## src/sv/bwah_ram.sv

```systemverilog
module bwah_ram #(
  parameter int WIDTH = 32,
  parameter int DEPTH = 128
) (
  input  logic                                     clk,
  input  logic                                     we,
  input  logic [((DEPTH > 1) ? $clog2(DEPTH) : 1)-1:0] wr_addr,
  input  logic [WIDTH-1:0]                         wr_data,
  input  logic                                     rd_en,
  input  logic [((DEPTH > 1) ? $clog2(DEPTH) : 1)-1:0] rd_addr,
  output logic [WIDTH-1:0]                         rd_data
);

  logic [WIDTH-1:0] mem [DEPTH];

  always_ff @(posedge clk) begin
    if (we) begin
      mem[wr_addr] <= wr_data;
    end
    if (rd_en) begin
      rd_data <= mem[rd_addr];
    end
  end

endmodule

```

## config.mk

```make
export PLATFORM = sky130hd
export DESIGN_NAME = bwah_ram
export DESIGN_NICKNAME = d
export VERILOG_FILES = /design/src/sv/bwah_ram.sv
export SDC_FILE = /design/constraint.sdc
export NUM_CORES = 2
export LEC_CHECK = 0
export BUFFER_PORTS_ARGS = -buffer_cell sky130_fd_sc_hd__buf_2
export CAP_MARGIN = 10
export CORE_UTILIZATION = 55
export DETAILED_ROUTE_END_ITERATION = 6
export MAX_ROUTING_LAYER = met4
export PLACE_DENSITY = 0.76
export SYNTH_ARGS = -nofsm -noshare
export SYNTH_HDL_FRONTEND = slang
export SYNTH_SLANG_ARGS = --single-unit
```

## constraint.sdc

```tcl
create_clock -name clk -period 7.4 [get_ports clk]
set_input_delay 1.11 -clock clk [delete_from_list [all_inputs] [get_ports clk]]
set_output_delay 1.11 -clock clk [all_outputs]
set_load 0.05 [all_outputs]
```

### Word-level counts from Yosys, hierarchy flattened

Memory sizes are Yosys's and may differ from the RTL's. A register that Yosys moved wholly into a read port is not among the register bits.
Cells that the tools add are included.

* register bits after elaboration: 0
* RAM bits: 4096
* input bits: 49
* output and inout bits: 32
* memories: 1

Memory list
* mem: words 128, bits a word 32, rd ports 1, clocked after Yosys merged registers in 1, write ports 1, RTL line 14 `logic [WIDTH-1:0] mem [DEPTH];`

* mux-type cells: 2

Operator list (count)
* 1-bit two-way mux: 2

### Logic depth before layout (Yosys ltp)

* depth in word-level cells: 2
* gate-level depth with buffers: 8

### Least setup slack after synthesis

No wires, ideal clock.

* kind: input port to flip-flop
* start: input we
* end: memory mem[98][0], enable pin
* library setup time: 0.461 ns
* data arrival time: 3.888 ns
* data required time: 6.939 ns
* slack: 3.051 ns
* stages on the path: 3
* cells stage by stage: clkbuf_1 nand4_1 nor3_1

* cells in the longest elaborated chain, start to end: 2

RTL lines
* from (decl): RTL line 6 `input logic we,`
* 1-bit two-way mux: RTL line 17 `if (we) begin`
* 1-bit two-way mux (not written as such): RTL line 18 `mem[wr_addr] <= wr_data;`
* to (decl): RTL line 14

No other way between the ends.

==> results.sh <==
export IMPL_outcome="finished, final reports clean"
export IMPL_grt_max_degree=113
export IMPL_crit_top_cell="mux4_2"
export IMPL_slew_viol_final=0
export IMPL_r2r_end="rd_data[24]"
export IMPL_yosysTopAreaCellShare_pct=79.2
export IMPL_rows=195
export IMPL_holdWs_ns=0.551
export IMPL_path_class="in -> reg"
export IMPL_wl_met3_mm=58.1
export IMPL_die_height_um=536
export IMPL_clk_path_buf_depth=4
export IMPL_wl_met1_mm=142
export IMPL_crit_path_end_kind="register"
export IMPL_portBuffers=80
export IMPL_worst_pin_slew_ns=1.42
export IMPL_post_cts_repair_setup_buffers=0
export IMPL_gp_congestion=0.844
export IMPL_post_route_period_util_pct=58.5
export IMPL_fin_crit_ns=4.33
export IMPL_design_core_area_um2=283000
export IMPL_synthCells=5990
export IMPL_power_density_nw_per_um2=275
export IMPL_insertion_delay_ns=0.95
export IMPL_vias=74100
export IMPL_finish_utilization_pct=62.4
export IMPL_drive_gt1_share_pct=35.3
export IMPL_cp_required_ns=8.04
export IMPL_hpwl_mm=225
export IMPL_relSlewSlack_pct=5.15
export IMPL_synth_ff_type="edfxtp_1"
export IMPL_rsz0062_at_grt="no"
export IMPL_nets=6433
export IMPL_dr_pass1_iters=5
export IMPL_ys_warn_count=0
export IMPL_cp_slowest_cell="mux4_2"
export IMPL_clkSinkCount=4128
export IMPL_grt_pass1_vias=74900
export IMPL_viasPerCell=7.06
export IMPL_synth_distinct_cells=16
export IMPL_track_usage_pct=31.8
export IMPL_cpPeakStageDelay_ns=0.67
export IMPL_grt_ovfl_total=0
export IMPL_initial_core_util_pct=55.4
export IMPL_cts_resized=0
export IMPL_setup_violations_final=0
export IMPL_cts_root_buffer="clkbuf_16"
export IMPL_synth_area_um2=157000
export IMPL_drcViolationCount=0
export IMPL_reg2reg_slack_ns=4.53
export IMPL_io_pins=81
export IMPL_finalWirelength_mm=439
export IMPL_hold_class="in -> reg"
export IMPL_synth_edff_count=4128
export IMPL_final_common_cell="edfxtp_1"
export IMPL_syn_nets=6039
export IMPL_worstPathMaxFanout=93
export IMPL_yosys_top_cells_area="edfxtp_1 (79%), mux4_2 (19%), clkbuf_1 (0.44%)"
export IMPL_dieArea_um2=287000
export IMPL_critPathArrivalTime_ns=4.98
export IMPL_synth_seq_cells=4128
export IMPL_synthArstFlopShare_pct=0
export IMPL_synth_seq_area_share_pct=79.2
export IMPL_cts_hold_buf=0
export IMPL_regToRegStartpoint="mem[22][24]"
export IMPL_yosysTopAreaCell="edfxtp_1"
export IMPL_highest_layer="met4"
export IMPL_skew_ns=0.0712
export IMPL_dieWidth_um=536
export IMPL_worstSetupStartpoint="rd_addr[0]"
export IMPL_leakagePower_nw=53.8
export IMPL_cts_clk_slew_worst_paths_ns=0.06
export IMPL_crit_end="rd_data[23]"
export IMPL_max_cap_viol_count=0
export IMPL_met2WireLength_mm=215
export IMPL_clock_fmax_ghz=0.231
export IMPL_wl_per_cell_um=41.9
export IMPL_final_antenna_net_count=0
export IMPL_cts_buffers=390
export IMPL_syn_area_per_cell_um2=26.1
export IMPL_grt_first_pass_wirelength_mm=602
export IMPL_n_fill_cell=17400
export IMPL_hold_viol_final=0
export IMPL_finalSetupTns_ns=0
export IMPL_drt_first_iter_violations=13500
export IMPL_cts_tree="built"
export IMPL_htreeDepth=5
export IMPL_reg2reg_depth=4
export IMPL_final_cell_mix="edfxtp_1 (4128), mux4_2 (1344), clkbuf_16 (394)"
export IMPL_crit_path_cell_trace="buf_12, buf_12, buf_4, mux4_2, mux4_2, mux4_2, mux2_2"
export IMPL_start_kind="primary input"
export IMPL_ir_drop_mv=0.205
export IMPL_syn_to_final_growth_pct=12.6
export IMPL_antenna_found_initial=67
[power by group]
part	leakage (nW)	internal, mW	total (mW)	switching, mW
combinational	10.6	0.931	2.58	1.65
sequential	37.1	25.8	25.9	0.0821
clock	6.09	11.3	20.0	8.78
[metal layers]
layer / global-route usage (%) / up-vias
met5: - / -
met3: 7.81 / 1080
met4: 15.5 / 0
met1: 40.0 / 39100
met2: 49.1 / 6671
li1: - / 27300
[worst min-delay path by stage]
stage,depth (start not counted),end,startpoint
6_report,1,mem[92][30],wr_data[30]
5_1_grt,1,mem[92][30],wr_data[30]
4_1_cts,1,mem[92][30],wr_data[30]
3_5_place_dp,4,rd_data[19],mem[90][19]
3_3_place_gp,4,rd_data[13],mem[126][13]
2_1_floorplan,4,rd_data[0],mem[36][0]
[synthesized netlist by cell type (2+ instances only)]
library cell,count
nor2b_1,7
mux2_2,32
mux4_2,1344
buf_4,3
buf_2,79
nor3_1,9
buf_6,2
nand2_1,14
nand3_1,12
nor2_1,122
edfxtp_1,4128
buf_1,50
nand2b_1,2
nand4_1,3
clkbuf_1,182
[per-stage QoR]
| stage | setup WS [ns] | cell area (um2) | std cells | power [mW] |
|---|---|---|---|---|
| after floorplan | 3.05 | 157000 | 5990 | 27.7 |
| after global placement | 2.32 | 164000 | 9734 | 28.9 |
| after detailed placement | 2.29 | 164000 | 9734 | 28.9 |
| after CTS | 3.14 | 176000 | 10400 | 48.6 |
| after global routing | 2.96 | 176000 | 10500 | 49.4 |
| final | 3.07 | 176000 | 10500 | 48.5 |
[worst max-delay path, delay by kind of cell]
family	cells	cell delay, ns
buf+inv	3	1.34
mux	4	2.07
[logic make-up (layout without fill, tap and decap cells)]
kind of cell / Yosys count / after routing / share of synthesized area (%)
mux: 1376 / 1376 / 19.6
simple gates: 170 / 170 / 0.445
flops: 4128 / 4128 / 79.2
buf+inv: 316 / 1022 / 0.837
other cells: 0 / 58 / 0
[registers in the layout, indices dropped and copies added, names as in the netlist]
signal	count
mem	4096
rd_data	32
[area by class of cell]
cell class	instances	area, um2	area share [%]
flip-flops and latches	4128	124000	70.3
multi-input cells	1546	32300	18.3
repair buffers	318	2700	1.53
clock inverters	237	2410	1.37
well taps	3743	4680	2.66
diodes	58	145	0.0823
clock buffers	467	10100	5.75
No activity file was read; power rests on OpenSTA's default activity.
